===== config.mk =====
export PLATFORM = sky130hd
export DESIGN_NAME = magic_length_frame_receiver
export DESIGN_NICKNAME = d
export VERILOG_FILES = /design/src/hw/rtl/mlfr_pkg.sv /design/src/hw/rtl/mlfr_buf.sv /design/src/hw/rtl/mlfr_parse.sv /design/src/hw/rtl/magic_length_frame_receiver.sv
export SDC_FILE = /design/constraint.sdc
export NUM_CORES = 1
export LEC_CHECK = 0
export ABC_AREA = 1
export BUFFER_PORTS_ARGS = -buffer_cell sky130_fd_sc_hd__buf_4
export CAP_MARGIN = 10
export CORE_ASPECT_RATIO = 0.9
export CORE_MARGIN = 1
export CORE_UTILIZATION = 56
export DETAILED_ROUTE_END_ITERATION = 6
export PLACE_DENSITY = 0.81
export SYNTH_ARGS = -nofsm -noshare
export SYNTH_HDL_FRONTEND = slang
export SYNTH_HIERARCHICAL = 1
export SYNTH_SLANG_ARGS = --single-unit
export TNS_END_PERCENT = 50

===== constraint.sdc =====
create_clock -name i_clk -period 3.6 [get_ports i_clk]
set_input_delay 0.36 -clock i_clk [delete_from_list [all_inputs] [get_ports i_clk]]
set_output_delay 0.36 -clock i_clk [all_outputs]
set_load 0.01 [all_outputs]

===== src/hw/rtl/mlfr_pkg.sv =====
// Package with the shared types and constants of the frame receiver.
`timescale 1ns / 1ps

package mlfr_pkg;

    // Header bytes ahead of the payload: magic, type, sequence, length
    localparam int unsigned HDR_LEN = 4;

    // Configuration register indexes
    localparam int unsigned CFG_IDX_W = 2;
    localparam logic [CFG_IDX_W-1:0] CFG_MAGIC   = 2'd0;
    localparam logic [CFG_IDX_W-1:0] CFG_TYPE_A  = 2'd1;
    localparam logic [CFG_IDX_W-1:0] CFG_TYPE_B  = 2'd2;
    localparam logic [CFG_IDX_W-1:0] CFG_MAX_PAY = 2'd3;

    // Configuration reset values
    localparam logic [7:0] MAGIC_RST   = 8'd165;
    localparam logic [7:0] TYPE_A_RST  = 8'd1;
    localparam logic [7:0] TYPE_B_RST  = 8'd2;
    localparam logic [5:0] MAX_PAY_RST = 6'd60;

    // Operation codes of an input item
    localparam logic OP_RECEIVE = 1'b0;
    localparam logic OP_READ    = 1'b1;

    typedef enum logic [2:0] {
        PS_MAGIC,
        PS_TYPE,
        PS_SEQ,
        PS_LEN,
        PS_PAYLOAD
    } t_parse_st;

    typedef enum logic {
        TS_IDLE,
        TS_READ
    } t_top_st;

    typedef struct packed {
        logic [7:0] magic;
        logic [7:0] type_a;
        logic [7:0] type_b;
        logic [5:0] max_pay;
    } t_cfg;

    // Parser status after the current step
    typedef struct packed {
        logic        ready;
        logic [31:0] rcv_bytes;
        logic [31:0] done_frames;
    } t_parse_stat;

endpackage


===== src/hw/rtl/mlfr_buf.sv =====
// Single-frame byte buffer: one write port, one registered read port.
`timescale 1ns / 1ps

module mlfr_buf #(
    parameter int unsigned BUF_SIZE = 64
) (
    input  logic                        i_clk,
    input  logic                        i_wr_en,
    input  logic [$clog2(BUF_SIZE)-1:0] i_wr_addr,
    input  logic [7:0]                  i_wr_data,
    input  logic                        i_rd_en,
    input  logic [$clog2(BUF_SIZE)-1:0] i_rd_addr,
    output logic [7:0]                  o_rd_data
);

    logic [7:0] r_mem [BUF_SIZE];
    logic [7:0] r_rd_data;

    // Store a frame byte
    always_ff @(posedge i_clk) begin
        if (i_wr_en) begin
            r_mem[i_wr_addr] <= i_wr_data;
        end
    end

    // Read and hold until the next read
    always_ff @(posedge i_clk) begin
        if (i_rd_en) begin
            r_rd_data <= r_mem[i_rd_addr];
        end
    end

    assign o_rd_data = r_rd_data;

endmodule


===== src/hw/rtl/mlfr_parse.sv =====
// Header parser, fill tracking and byte/frame counters.
`timescale 1ns / 1ps

module mlfr_parse #(
    parameter int unsigned BUF_SIZE = 64
) (
    input  logic                          i_clk,
    input  logic                          i_rst_n,
    input  mlfr_pkg::t_cfg                i_cfg,
    input  logic                          i_rx,
    input  logic [7:0]                    i_byte,
    input  logic                          i_clear,
    output logic                          o_wr_en,
    output logic [$clog2(BUF_SIZE)-1:0]   o_wr_addr,
    output logic [7:0]                    o_wr_data,
    output logic                          o_ready,
    output logic [$clog2(BUF_SIZE+1)-1:0] o_fill,
    output mlfr_pkg::t_parse_stat         o_stat
);

    localparam int unsigned FW = $clog2(BUF_SIZE + 1);
    localparam int unsigned AW = $clog2(BUF_SIZE);

    mlfr_pkg::t_parse_st r_st, n_st;
    logic [FW-1:0]       r_fill, n_fill;
    logic [FW-1:0]       r_exp, n_exp;
    logic                r_ready, n_ready;
    logic [31:0]         r_bytes, n_bytes;
    logic [31:0]         r_frames, n_frames;

    logic                restart;
    logic                type_ok;
    logic                len_bad;
    logic                room;
    logic                pay_done;
    logic                step;
    logic [FW-1:0]       fill_inc;
    logic [FW-1:0]       exp_len;
    logic [8:0]          len_total;

    // Decode the byte against the header rules
    always_comb begin
        step      = i_rx && !r_ready;
        restart   = (i_byte == i_cfg.magic) && (r_st != mlfr_pkg::PS_PAYLOAD);
        type_ok   = (i_byte == i_cfg.type_a) || (i_byte == i_cfg.type_b);
        len_total = {1'b0, i_byte} + 9'(mlfr_pkg::HDR_LEN);
        len_bad   = (i_byte > {2'b00, i_cfg.max_pay}) || (len_total > 9'(BUF_SIZE));
        exp_len   = FW'(len_total);
        fill_inc  = r_fill + FW'(1);
        room      = r_fill < FW'(BUF_SIZE);
        pay_done  = (r_exp != '0) && (fill_inc >= r_exp);
    end

    // Next parse state
    always_comb begin
        n_st = r_st;
        if (i_clear) begin
            n_st = mlfr_pkg::PS_MAGIC;
        end else if (step) begin
            if (restart) begin
                n_st = mlfr_pkg::PS_TYPE;
            end else begin
                case (r_st)
                    mlfr_pkg::PS_TYPE: begin
                        n_st = type_ok ? mlfr_pkg::PS_SEQ : mlfr_pkg::PS_MAGIC;
                    end
                    mlfr_pkg::PS_SEQ: begin
                        n_st = mlfr_pkg::PS_LEN;
                    end
                    mlfr_pkg::PS_LEN: begin
                        n_st = (len_bad || (i_byte == 8'd0)) ? mlfr_pkg::PS_MAGIC
                                                              : mlfr_pkg::PS_PAYLOAD;
                    end
                    mlfr_pkg::PS_PAYLOAD: begin
                        n_st = (!room || pay_done) ? mlfr_pkg::PS_MAGIC
                                                   : mlfr_pkg::PS_PAYLOAD;
                    end
                    default: begin
                        n_st = r_st;
                    end
                endcase
            end
        end
    end

    // Buffer writes, fill, expected length, ready flag and counters
    always_comb begin
        o_wr_en   = 1'b0;
        o_wr_addr = r_fill[AW-1:0];
        o_wr_data = i_byte;
        n_fill    = r_fill;
        n_exp     = r_exp;
        n_ready   = r_ready;
        n_bytes   = i_rx ? r_bytes + 32'd1 : r_bytes;
        n_frames  = r_frames;
        if (i_clear) begin
            n_ready = 1'b0;
            n_fill  = '0;
            n_exp   = '0;
        end else if (step) begin
            if (restart) begin
                o_wr_en   = 1'b1;
                o_wr_addr = '0;
                n_fill    = FW'(1);
            end else begin
                case (r_st)
                    mlfr_pkg::PS_TYPE: begin
                        o_wr_en = 1'b1;
                        if (type_ok) begin
                            n_fill = fill_inc;
                        end else begin
                            n_fill = '0;
                            n_exp  = '0;
                        end
                    end
                    mlfr_pkg::PS_SEQ: begin
                        o_wr_en = 1'b1;
                        n_fill  = fill_inc;
                    end
                    mlfr_pkg::PS_LEN: begin
                        o_wr_en = 1'b1;
                        if (len_bad) begin
                            n_fill = '0;
                            n_exp  = '0;
                        end else if (i_byte == 8'd0) begin
                            n_fill  = fill_inc;
                            n_ready = 1'b1;
                            n_exp   = '0;
                        end else begin
                            n_fill = fill_inc;
                            n_exp  = exp_len;
                        end
                    end
                    mlfr_pkg::PS_PAYLOAD: begin
                        if (room) begin
                            o_wr_en = 1'b1;
                            n_fill  = fill_inc;
                            if (pay_done) begin
                                n_ready  = 1'b1;
                                n_frames = r_frames + 32'd1;
                                n_exp    = '0;
                            end
                        end else begin
                            n_fill = '0;
                            n_exp  = '0;
                        end
                    end
                    default: begin
                        o_wr_en = 1'b0;
                    end
                endcase
            end
        end
    end

    // Advance parser state
    always_ff @(posedge i_clk) begin
        if (!i_rst_n) begin
            r_st     <= mlfr_pkg::PS_MAGIC;
            r_fill   <= '0;
            r_exp    <= '0;
            r_ready  <= 1'b0;
            r_bytes  <= '0;
            r_frames <= '0;
        end else begin
            r_st     <= n_st;
            r_fill   <= n_fill;
            r_exp    <= n_exp;
            r_ready  <= n_ready;
            r_bytes  <= n_bytes;
            r_frames <= n_frames;
        end
    end

    assign o_ready            = r_ready;
    assign o_fill             = r_fill;
    assign o_stat.ready       = n_ready;
    assign o_stat.rcv_bytes   = n_bytes;
    assign o_stat.done_frames = n_frames;

endmodule


===== src/hw/rtl/magic_length_frame_receiver.sv =====
// Top level: configuration, input handshake, readout sequencer and output register.
// Timing: a result is loaded into the output register at the accepting edge, except
// that a read of a waiting frame loads its first byte after a buffer read issued
// from the read state. Throughput: one receive item per cycle while o_in_stall is low;
// a read runs: acceptance, a buffer read, then one byte per cycle unless output stalls.
// Reset: parser state, counters, configuration and handshake clear; the buffer does not.
`timescale 1ns / 1ps

module magic_length_frame_receiver #(
    parameter int unsigned BUF_SIZE = 64
) (
    input  logic                             i_clk,
    input  logic                             i_rst_n,
    input  logic                             i_in_valid,
    output logic                             o_in_stall,
    input  logic                             i_op,
    input  logic [7:0]                       i_rx_byte,
    input  logic [7:0]                       i_max_len,
    output logic                             o_out_valid,
    input  logic                             i_out_stall,
    output logic [7:0]                       o_data,
    output logic                             o_has_data,
    output logic                             o_last,
    output logic [6:0]                       o_count,
    output logic                             o_frame_ready,
    output logic [31:0]                      o_rcv_bytes,
    output logic [31:0]                      o_done_frames,
    input  logic                             i_cfg_valid,
    output logic                             o_cfg_ready,
    input  logic [mlfr_pkg::CFG_IDX_W-1:0]   i_cfg_index,
    input  logic [7:0]                       i_cfg_data
);

    localparam int unsigned FW = $clog2(BUF_SIZE + 1);
    localparam int unsigned AW = $clog2(BUF_SIZE);

    mlfr_pkg::t_cfg        r_cfg;
    mlfr_pkg::t_top_st     r_st, n_st;
    mlfr_pkg::t_parse_stat stat;

    logic          ready;
    logic [FW-1:0] fill;
    logic          wr_en;
    logic [AW-1:0] wr_addr;
    logic [7:0]    wr_data;
    logic [7:0]    rd_data;

    logic [FW-1:0] r_n, r_issued, r_emit;
    logic          r_pend;
    logic [FW-1:0] n_len;

    logic          out_free;
    logic          accept;
    logic          rx;
    logic          clear;
    logic          start_read;
    logic          load_idle;
    logic          load_rd;
    logic          issue;
    logic          emit_last;

    logic          r_out_valid;
    logic [7:0]    r_data;
    logic          r_has_data;
    logic          r_last;
    logic [6:0]    r_count;
    logic          r_frame_ready;
    logic [31:0]   r_rcv_bytes;
    logic [31:0]   r_done_frames;

    // Configuration writes
    assign o_cfg_ready = 1'b1;

    always_ff @(posedge i_clk) begin
        if (!i_rst_n) begin
            r_cfg.magic   <= mlfr_pkg::MAGIC_RST;
            r_cfg.type_a  <= mlfr_pkg::TYPE_A_RST;
            r_cfg.type_b  <= mlfr_pkg::TYPE_B_RST;
            r_cfg.max_pay <= mlfr_pkg::MAX_PAY_RST;
        end else if (i_cfg_valid) begin
            case (i_cfg_index)
                mlfr_pkg::CFG_MAGIC:   r_cfg.magic   <= i_cfg_data;
                mlfr_pkg::CFG_TYPE_A:  r_cfg.type_a  <= i_cfg_data;
                mlfr_pkg::CFG_TYPE_B:  r_cfg.type_b  <= i_cfg_data;
                mlfr_pkg::CFG_MAX_PAY: r_cfg.max_pay <= i_cfg_data[5:0];
                default: begin
                end
            endcase
        end
    end

    // Bytes to read out: the smaller of fill and max_len
    assign n_len = ({1'b0, i_max_len} < 9'(fill)) ? FW'(i_max_len) : fill;

    // Handshake and sequencer controls
    always_comb begin
        out_free   = !r_out_valid || !i_out_stall;
        accept     = 1'b0;
        o_in_stall = 1'b1;
        issue      = 1'b0;
        load_rd    = 1'b0;
        case (r_st)
            mlfr_pkg::TS_IDLE: begin
                o_in_stall = !out_free;
                accept     = i_in_valid && out_free;
            end
            mlfr_pkg::TS_READ: begin
                load_rd = r_pend && out_free;
                issue   = (r_issued < r_n) && (!r_pend || load_rd);
            end
            default: begin
                o_in_stall = 1'b1;
            end
        endcase
        rx         = accept && (i_op == mlfr_pkg::OP_RECEIVE);
        clear      = accept && (i_op == mlfr_pkg::OP_READ) && ready;
        start_read = clear && (n_len != '0);
        load_idle  = accept && !start_read;
        emit_last  = (r_emit + FW'(1)) == r_n;
    end

    // Next sequencer state
    always_comb begin
        n_st = r_st;
        case (r_st)
            mlfr_pkg::TS_IDLE: begin
                if (start_read) begin
                    n_st = mlfr_pkg::TS_READ;
                end
            end
            mlfr_pkg::TS_READ: begin
                if (load_rd && emit_last) begin
                    n_st = mlfr_pkg::TS_IDLE;
                end
            end
            default: begin
                n_st = mlfr_pkg::TS_IDLE;
            end
        endcase
    end

    // Sequencer registers
    always_ff @(posedge i_clk) begin
        if (!i_rst_n) begin
            r_st     <= mlfr_pkg::TS_IDLE;
            r_pend   <= 1'b0;
            r_issued <= '0;
            r_emit   <= '0;
        end else begin
            r_st <= n_st;
            if (start_read) begin
                r_pend   <= 1'b0;
                r_issued <= '0;
                r_emit   <= '0;
            end else begin
                if (issue) begin
                    r_pend   <= 1'b1;
                    r_issued <= r_issued + FW'(1);
                end else if (load_rd) begin
                    r_pend <= 1'b0;
                end
                if (load_rd) begin
                    r_emit <= r_emit + FW'(1);
                end
            end
        end
    end

    // Hold the read length
    always_ff @(posedge i_clk) begin
        if (start_read) begin
            r_n <= n_len;
        end
    end

    // Output register valid
    always_ff @(posedge i_clk) begin
        if (!i_rst_n) begin
            r_out_valid <= 1'b0;
        end else if (load_idle || load_rd) begin
            r_out_valid <= 1'b1;
        end else if (!i_out_stall) begin
            r_out_valid <= 1'b0;
        end
    end

    // Output register payload
    always_ff @(posedge i_clk) begin
        if (load_idle || load_rd) begin
            r_data        <= load_rd ? rd_data : 8'd0;
            r_has_data    <= load_rd;
            r_last        <= load_rd ? emit_last : 1'b1;
            r_count       <= load_rd ? 7'(r_n) : 7'd0;
            r_frame_ready <= stat.ready;
            r_rcv_bytes   <= stat.rcv_bytes;
            r_done_frames <= stat.done_frames;
        end
    end

    mlfr_parse #(
        .BUF_SIZE (BUF_SIZE)
    ) u_parse (
        .i_clk     (i_clk),
        .i_rst_n   (i_rst_n),
        .i_cfg     (r_cfg),
        .i_rx      (rx),
        .i_byte    (i_rx_byte),
        .i_clear   (clear),
        .o_wr_en   (wr_en),
        .o_wr_addr (wr_addr),
        .o_wr_data (wr_data),
        .o_ready   (ready),
        .o_fill    (fill),
        .o_stat    (stat)
    );

    mlfr_buf #(
        .BUF_SIZE (BUF_SIZE)
    ) u_buf (
        .i_clk     (i_clk),
        .i_wr_en   (wr_en),
        .i_wr_addr (wr_addr),
        .i_wr_data (wr_data),
        .i_rd_en   (issue),
        .i_rd_addr (r_issued[AW-1:0]),
        .o_rd_data (rd_data)
    );

    assign o_out_valid   = r_out_valid;
    assign o_data        = r_data;
    assign o_has_data    = r_has_data;
    assign o_last        = r_last;
    assign o_count       = r_count;
    assign o_frame_ready = r_frame_ready;
    assign o_rcv_bytes   = r_rcv_bytes;
    assign o_done_frames = r_done_frames;

endmodule

==> After elaboration in Yosys (flattened, before gate mapping) <==
Memories as Yosys holds them, arrays and structs flattened. A register that Yosys moved wholly into a read port is not among the register bits.
Index checks and enable logic that the tools add are counted.
{ "totals": {"regBits": 218, "ram_bits": 512, "in_bits": 32, "out_inout_bits": 85, "elab_cells": 150, "memories": 1} }
{ "classes": {"addsub": 6, "order_cmp": 6, "n_eq_ne": 15, "n_mux": 53, "n_bitwise": 4, "reduce_logical": 42} }
{ "memory_table": {"columns": ["memory", "depth", "width", "rd", "rd_clocked_by_memory_dff", "wr", "line_no", "rtl"], "rows": [
  ["u_buf.r_mem", 64, 8, 1, 1, 1, "mlfr_buf.sv:16", "logic [7:0] r_mem [BUF_SIZE];"]
]} }
{ "op_table": {"columns": ["cell", "n"], "rows": [
  ["$mux W32", 7],
  ["$mux W7", 10],
  ["$add A32 B1 Y32 const B", 2],
  ["$pmux W7 S4", 1],
  ["$eq A8 B8 Y1", 3],
  ["$mux W1", 23],
  ["$add A7 B1 Y7 const B", 3],
  ["$pmux W7 S3", 1],
  ["$mux W6", 3],
  ["$reduce_bool A7 Y1", 2],
  ["$logic_and A1 B1 Y1", 12],
  ["$pmux W3 S4", 1],
  ["$reduce_and A2 Y1", 5],
  ["$add A8 B3 Y9 const B", 1],
  ["$gt A9 B7 Y1 const B", 1],
  ["$mux W3", 3],
  ["$gt A8 B6 Y1", 1],
  ["$logic_not A8 Y1", 1],
  ["$lt A8 B7 Y1", 1],
  ["$eq A7 B7 Y1", 1],
  ["$ge A7 B7 Y1", 1],
  ["$logic_not A1 Y1", 7],
  ["$logic_or A1 B1 Y1", 7],
  ["$lt A7 B7 Y1", 1],
  ["other kinds (19)", 28]
]} }

==> Depth between registers and ports, before layout <==
{ "logic_depth": {"word_depth": 11, "depth_mapped": 18, "depth_no_buf": 18} }

==> Modules after synthesis <==
The synthesis kept the hierarchy.
{ "by_module_without_submodules": {"columns": ["module", "instances", "cells_per_inst", "area_each_um2", "seq_area_each_um2"], "rows": [
  ["mlfr_buf", 1, 1805, 21419.3, 15615.0],
  ["mlfr_parse", 1, 894, 5696.7, 1641.6],
  ["magic_length_frame_receiver", 1, 455, 5216.3, 3613.5]
]} }

==> Worst setup path after synthesis <==
No wires, ideal clock.
{ "synth_path": {"path_kind": "register to register", "startpoint": "reg u_parse.r_fill[5], in the netlist u_parse/o_fill[5]", "endpoint": "reg r_count[0], in the netlist o_count[0] (enable)", "arrival_ns": 3.378, "setup_slack_ns": -0.221, "stages_incl_launch_ff": 15, "n_path_buf": 1, "period_less_slack_ns": 3.821, "path_cell_list": "dfxtp_1 > inv_1 > ha_1 > nand3_1 > and3_1 > buf_2 > nand2_4 > nand2_1 > nand2_1 > nand2_1 > nor2_1 > nand2_1 > nand2_2 > nand2_1 > nand2_1"} }
{ "synth_between": {"elab_chain_cells": 7} }
{ "synth_lines": {"columns": ["item", "line_no", "rtl"], "rows": [
  ["start: declaration", "mlfr_parse.sv:25", "logic [FW-1:0] r_fill, n_fill;"],
  ["start signal: assignment", "mlfr_parse.sv:167", "r_fill <= n_fill;"],
  ["$lt A8 B7 Y1", "magic_length_frame_receiver.sv:93", "assign n_len = ({1'b0, i_max_len} < 9'(fill)) ? FW'(i_max_len) : fill;"],
  ["$mux W7 (*)", "magic_length_frame_receiver.sv:93", null],
  ["$reduce_bool A7 Y1 (*)", "magic_length_frame_receiver.sv:117", "start_read = clear && (n_len != '0);"],
  ["$logic_and A1 B1 Y1 (*)", "magic_length_frame_receiver.sv:117", null],
  ["$logic_not A1 Y1 (*)", "magic_length_frame_receiver.sv:118", "load_idle = accept && !start_read;"],
  ["$logic_and A1 B1 Y1 (*)", "magic_length_frame_receiver.sv:118", null],
  ["$logic_or A1 B1 Y1 (*)", "magic_length_frame_receiver.sv:189", "if (load_idle || load_rd) begin"],
  ["end signal: assignment", "magic_length_frame_receiver.sv:193", "r_count <= load_rd ? 7'(r_n) : 7'd0;"],
  ["end: declaration", "magic_length_frame_receiver.sv:66", "logic [6:0] r_count;"]
]} }
Mark *: on every way between the ends. The rest lies on a longest branch, timed or not.
A chain may end at the register's enable or synchronous reset.

==> results.py <==
metrics = {
    "synth": {
        "syn_avg_cell_area_um2": 10.3,
        "synth_compound_area_share_pct": 1.65,
        "yosys.area_share.simple_pct": 25.0,
        "ys_ff_latch": 738,
        "synth_top_family_by_area": "simple AND/OR/NAND/NOR gates",
        "synth.yosys.seq_area_share_pct": 64.5,
        "yosys-top-cells-area": "edfxtp_1 57%, nand2_1 11%, dfxtp_1 8.0%, nand3_1 7.7%, nor2_1 2.8%",
        "postSynthNetCount": 3219,
        "synthArstFlopShare_pct": 0,
        "yosysTopAreaCell": "edfxtp_1",
        "yosys.area_share.xor_xnor_pct": 1.73,
        "syn_area_um2": 32300,
        "muxShareOfSynthArea_pct": 0,
        "synth-edff-count": 609,
        "synth_fa_ha_area_share_pct": 1.28,
        "ys_types": 55,
        "synth_top_area_share_pct": 56.6,
        "yosysWarnings": 6,
        "ys.flop_type": "edfxtp_1",
        "synthCells": 3154,
    },
    "finish": {
        "syn_to_final_growth_pct": 12.8,
        "final-seq-area_um2": 20900,
        "multiInputGateArea_um2": 9590,
        "antenna_cells": 0,
        "drive_gt1_share_pct": 11.4,
        "final_cell_area_um2": 36500,
        "layout.cells.most_common_list": "944 x nand2_1, 609 x edfxtp_1, 499 x nand3_1",
        "nets": 3381,
        "num-fill-cells": 4214,
        "mostFrequentLayoutCell": "nand2_1",
        "final_util_pct": 64.0,
    },
    "timing": {
        "setup_violations": 0,
        "skew_ps": 15.1,
        "hold_viol_final": 0,
        "tightest_slew_ps": 1170,
        "fin_crit_ps": 3270,
        "relSlewSlack_pct": 22.0,
        "period_share_pct": 90.8,
        "clock.fmax_mhz": 306,
        "drv_slew": 0,
        "fin_setup_tns_ps": 0,
        "hold-worst-slack_ps": 26.6,
        "rsz0062_at_grt": "false",
    },
    "routing": {
        "firstDrtPassIters": 6,
        "drcViolationCount": 0,
        "antenna_left": 0,
        "drtIter0Drc": 3173,
        "via_per_inst": 5.70,
        "drt_wl_total_um": 77200,
        "wl_per_cell_um": 18.7,
        "vias": 23570,
    },
    "setup_path": {
        "cpPeakStageDelay_ps": 480,
        "ff2ff_path_depth": 16,
        "end_kind": "register",
        "r2r_end": "o_done_frames[27]$_DFFE_PP_",
        "cpMostUsedCell": "nand2_1",
        "critPathSlowestCell": "nor3_1",
        "critPathTopFamily": "simple AND/OR/NAND/NOR gates",
        "critical_path_class": "register to register",
        "startpoint_type": "register",
        "cp_num_buf_inv": 3,
        "worstPathArrival_ps": 3630,
        "crit_chain": "ha_1, nand3_1, and3b_1, ha_1, inv_1, ha_1, nand2_1, inv_1, nand3_1, nand3_1, nand2_1, buf_4, nor3_1, nand2_1, nand2_1, nand2_1",
        "critPathMaxFanout": 8,
        "rr_startpoint": "u_parse/o_fill[1]$_SDFFE_PP0P_",
        "cp.required_ps": 3960,
        "regToRegSetupSlack_ps": 330,
    },
    "pwr": {
        "vdd_drop_max_uv": 319,
        "leakagePower_nw": 14.2,
        "power.density_nw_per_um2": 474,
    },
    "grt": {
        "antenna_found_initial": 0,
        "use_met2_pct": 41.1,
        "grt_use_met1_pct": 37.9,
        "grt_pass1_vias": 22017,
        "grt_max_degree": 140,
        "grt.busiest_layer": "met2",
        "grtUsageTotal_pct": 26.5,
        "overflow": 0,
        "grt_pass1_wl_um": 120000,
        "use_met3_pct": 4.95,
    },
    "floorplanning": {
        "pin_count": 117,
        "start_util_pct": 56.7,
        "die-height_um": 230,
        "num_rows": 83,
        "coreArea_um2": 57000,
        "die_w_um": 255,
        "dieArea_um2": 58700,
    },
    "clock_network": {
        "clk_pin_slew_ps": 60,
        "clock_latency_ps": 620,
        "cts_root_buf": "clkbuf_16",
        "post_cts_buffers": 0,
        "cts_tree": "done",
        "clockBufferDepth": 3,
        "cts_made_buffers": 72,
        "cts-htree-levels": 3,
        "cts_num_sinks": 738,
    },
    "placement": {
        "port_buffers": 115,
        "gp_congestion": 0.926,
        "postPlaceCellArea_um2": 34100,
        "hpwl_um": 47200,
    },
    "worst_hold_path": {
        "worstHoldStart": "i_cfg_data[1]",
        "hold_class": "input pin to register",
        "min_to": "r_cfg[7]$_SDFFE_PN1P_",
        "hold_depth": 3,
    },
    "status": {
        "status": "finished clean",
    },
    "job": {
        "cap_violations": 0,
    },
}
area by class of cell:
type | instances | share of cell area [%]
Tap cell | 765 | 2.62
Clock inverter | 37 | 0.919
Clock buffer | 92 | 5.52
Timing Repair Buffer | 232 | 4.96
Sequential cell | 738 | 57.2
Multi-Input combinational cell | 2038 | 26.3
Inverter | 234 | 2.44
registers in the layout (all words and copies together), names as in the netlist, 8 cells and up:
register	cells
o_data	8
o_done_frames	32
r_cfg	30
u_buf/o_rd_data	8
u_buf/r_mem	512
u_parse/r_bytes	32
o_rcv_bytes	32
u_parse/r_frames	32
where the power goes:
group	switching [mW]	total, mW	internal (mW)	leakage, nW
Sequential	0.0326	9.32	9.29	6.61
Combinational	0.319	0.463	0.144	6.48
Clock	3.11	7.49	4.38	1.15
Total	3.46	17.3	13.8	14.2
logic make-up (layout without fill, tap and decap cells):
kind of cell / after synthesis / count (layout)
and+or+nand+nor: 1841 / 1841
xor gates and xnor gates: 64 / 64
DFF: 738 / 738
other: 1 / 1
adders and majority gates: 33 / 33
AOI/OAI and AO/OA: 99 / 99
buffers and inverters: 378 / 595
worst register-to-register path: stages (launching register included):
cell     delay, ps
dfxtp_1        360
ha_1           220
nand3_1        120
and3b_1        190
ha_1           260
inv_1           60
ha_1           300
nand2_1         80
inv_1           80
nand3_1         80
nand3_1         80
nand2_1        180
buf_4          240
nor3_1         480
nand2_1        100
nand2_1        100
nand2_1         70
repair_timing:
item | in CTS | in global routing
hold buffers | 7 | 0
hold endpoints to repair | 12 | 0
gates resized for setup | 0 | 0
per-layer routing:
metal | share of wire (%) | vias to the layer above | wire, µm
li1 | - | 10989 | -
met1 | 40 | 11006 | 31100
met2 | 46 | 1393 | 35600
met3 | 11 | 182 | 8160
met4 | 3.0 | 0 | 2290
met5 | 0 | - | 0
through the flow:
| stage | setup WS, ps | cells | power [mW] |
|---|---|---|---|
| 5_1_grt | 116 | 4136 | 17.7 |
| 3_5_place_dp | 359 | 4000 | 9.96 |
| 6_report | 331 | 4136 | 17.3 |
| 4_1_cts | 407 | 4136 | 17.3 |
| 2_1_floorplan | 562 | 3154 | 9.72 |
| 3_3_place_gp | 401 | 4000 | 9.95 |
Yosys cell counts (3+ instances only):
| master | n |
|---|---|
| nand2_1 | 945 |
| edfxtp_1 | 609 |
| nand3_1 | 499 |
| nor2_1 | 237 |
| inv_1 | 228 |
| dfxtp_1 | 129 |
| a21oi_1 | 48 |
| nand4_1 | 47 |
| xor2_1 | 41 |
| buf_2 | 39 |
| buf_6 | 38 |
| o21ai_0 | 36 |
| ha_1 | 33 |
| nor3_1 | 30 |
| clkbuf_1 | 27 |
| buf_4 | 25 |
| xnor2_1 | 23 |
| nor4_1 | 19 |
| buf_1 | 11 |
| nor2_2 | 11 |
| nand3_2 | 6 |
| nand3b_1 | 6 |
| nor2_4 | 5 |
| inv_2 | 4 |
| nand2_4 | 4 |
| or2_1 | 4 |
| or2_2 | 4 |
| a21oi_2 | 3 |
| and3_1 | 3 |
| nand2_2 | 3 |
| or2_0 | 3 |
worst max-delay path by stage:
stage	from	end	slack [ps]	depth (start not counted)
5_1_grt	u_parse/o_fill[1]$_SDFFE_PP0P_	o_done_frames[27]$_DFFE_PP_	120	16
3_3_place_gp	i_out_stall	u_buf/r_mem[45][2]$_DFFE_PP_	400	15
6_report	u_parse/o_fill[1]$_SDFFE_PP0P_	o_done_frames[27]$_DFFE_PP_	330	16
2_1_floorplan	i_out_stall	u_buf/r_mem[48][0]$_DFFE_PP_	560	12
4_1_cts	u_parse/o_fill[1]$_SDFFE_PP0P_	o_done_frames[27]$_DFFE_PP_	410	16
3_5_place_dp	i_out_stall	u_buf/r_mem[12][7]$_DFFE_PP_	360	15
Note: power is estimated with default switching activity, not from simulation.
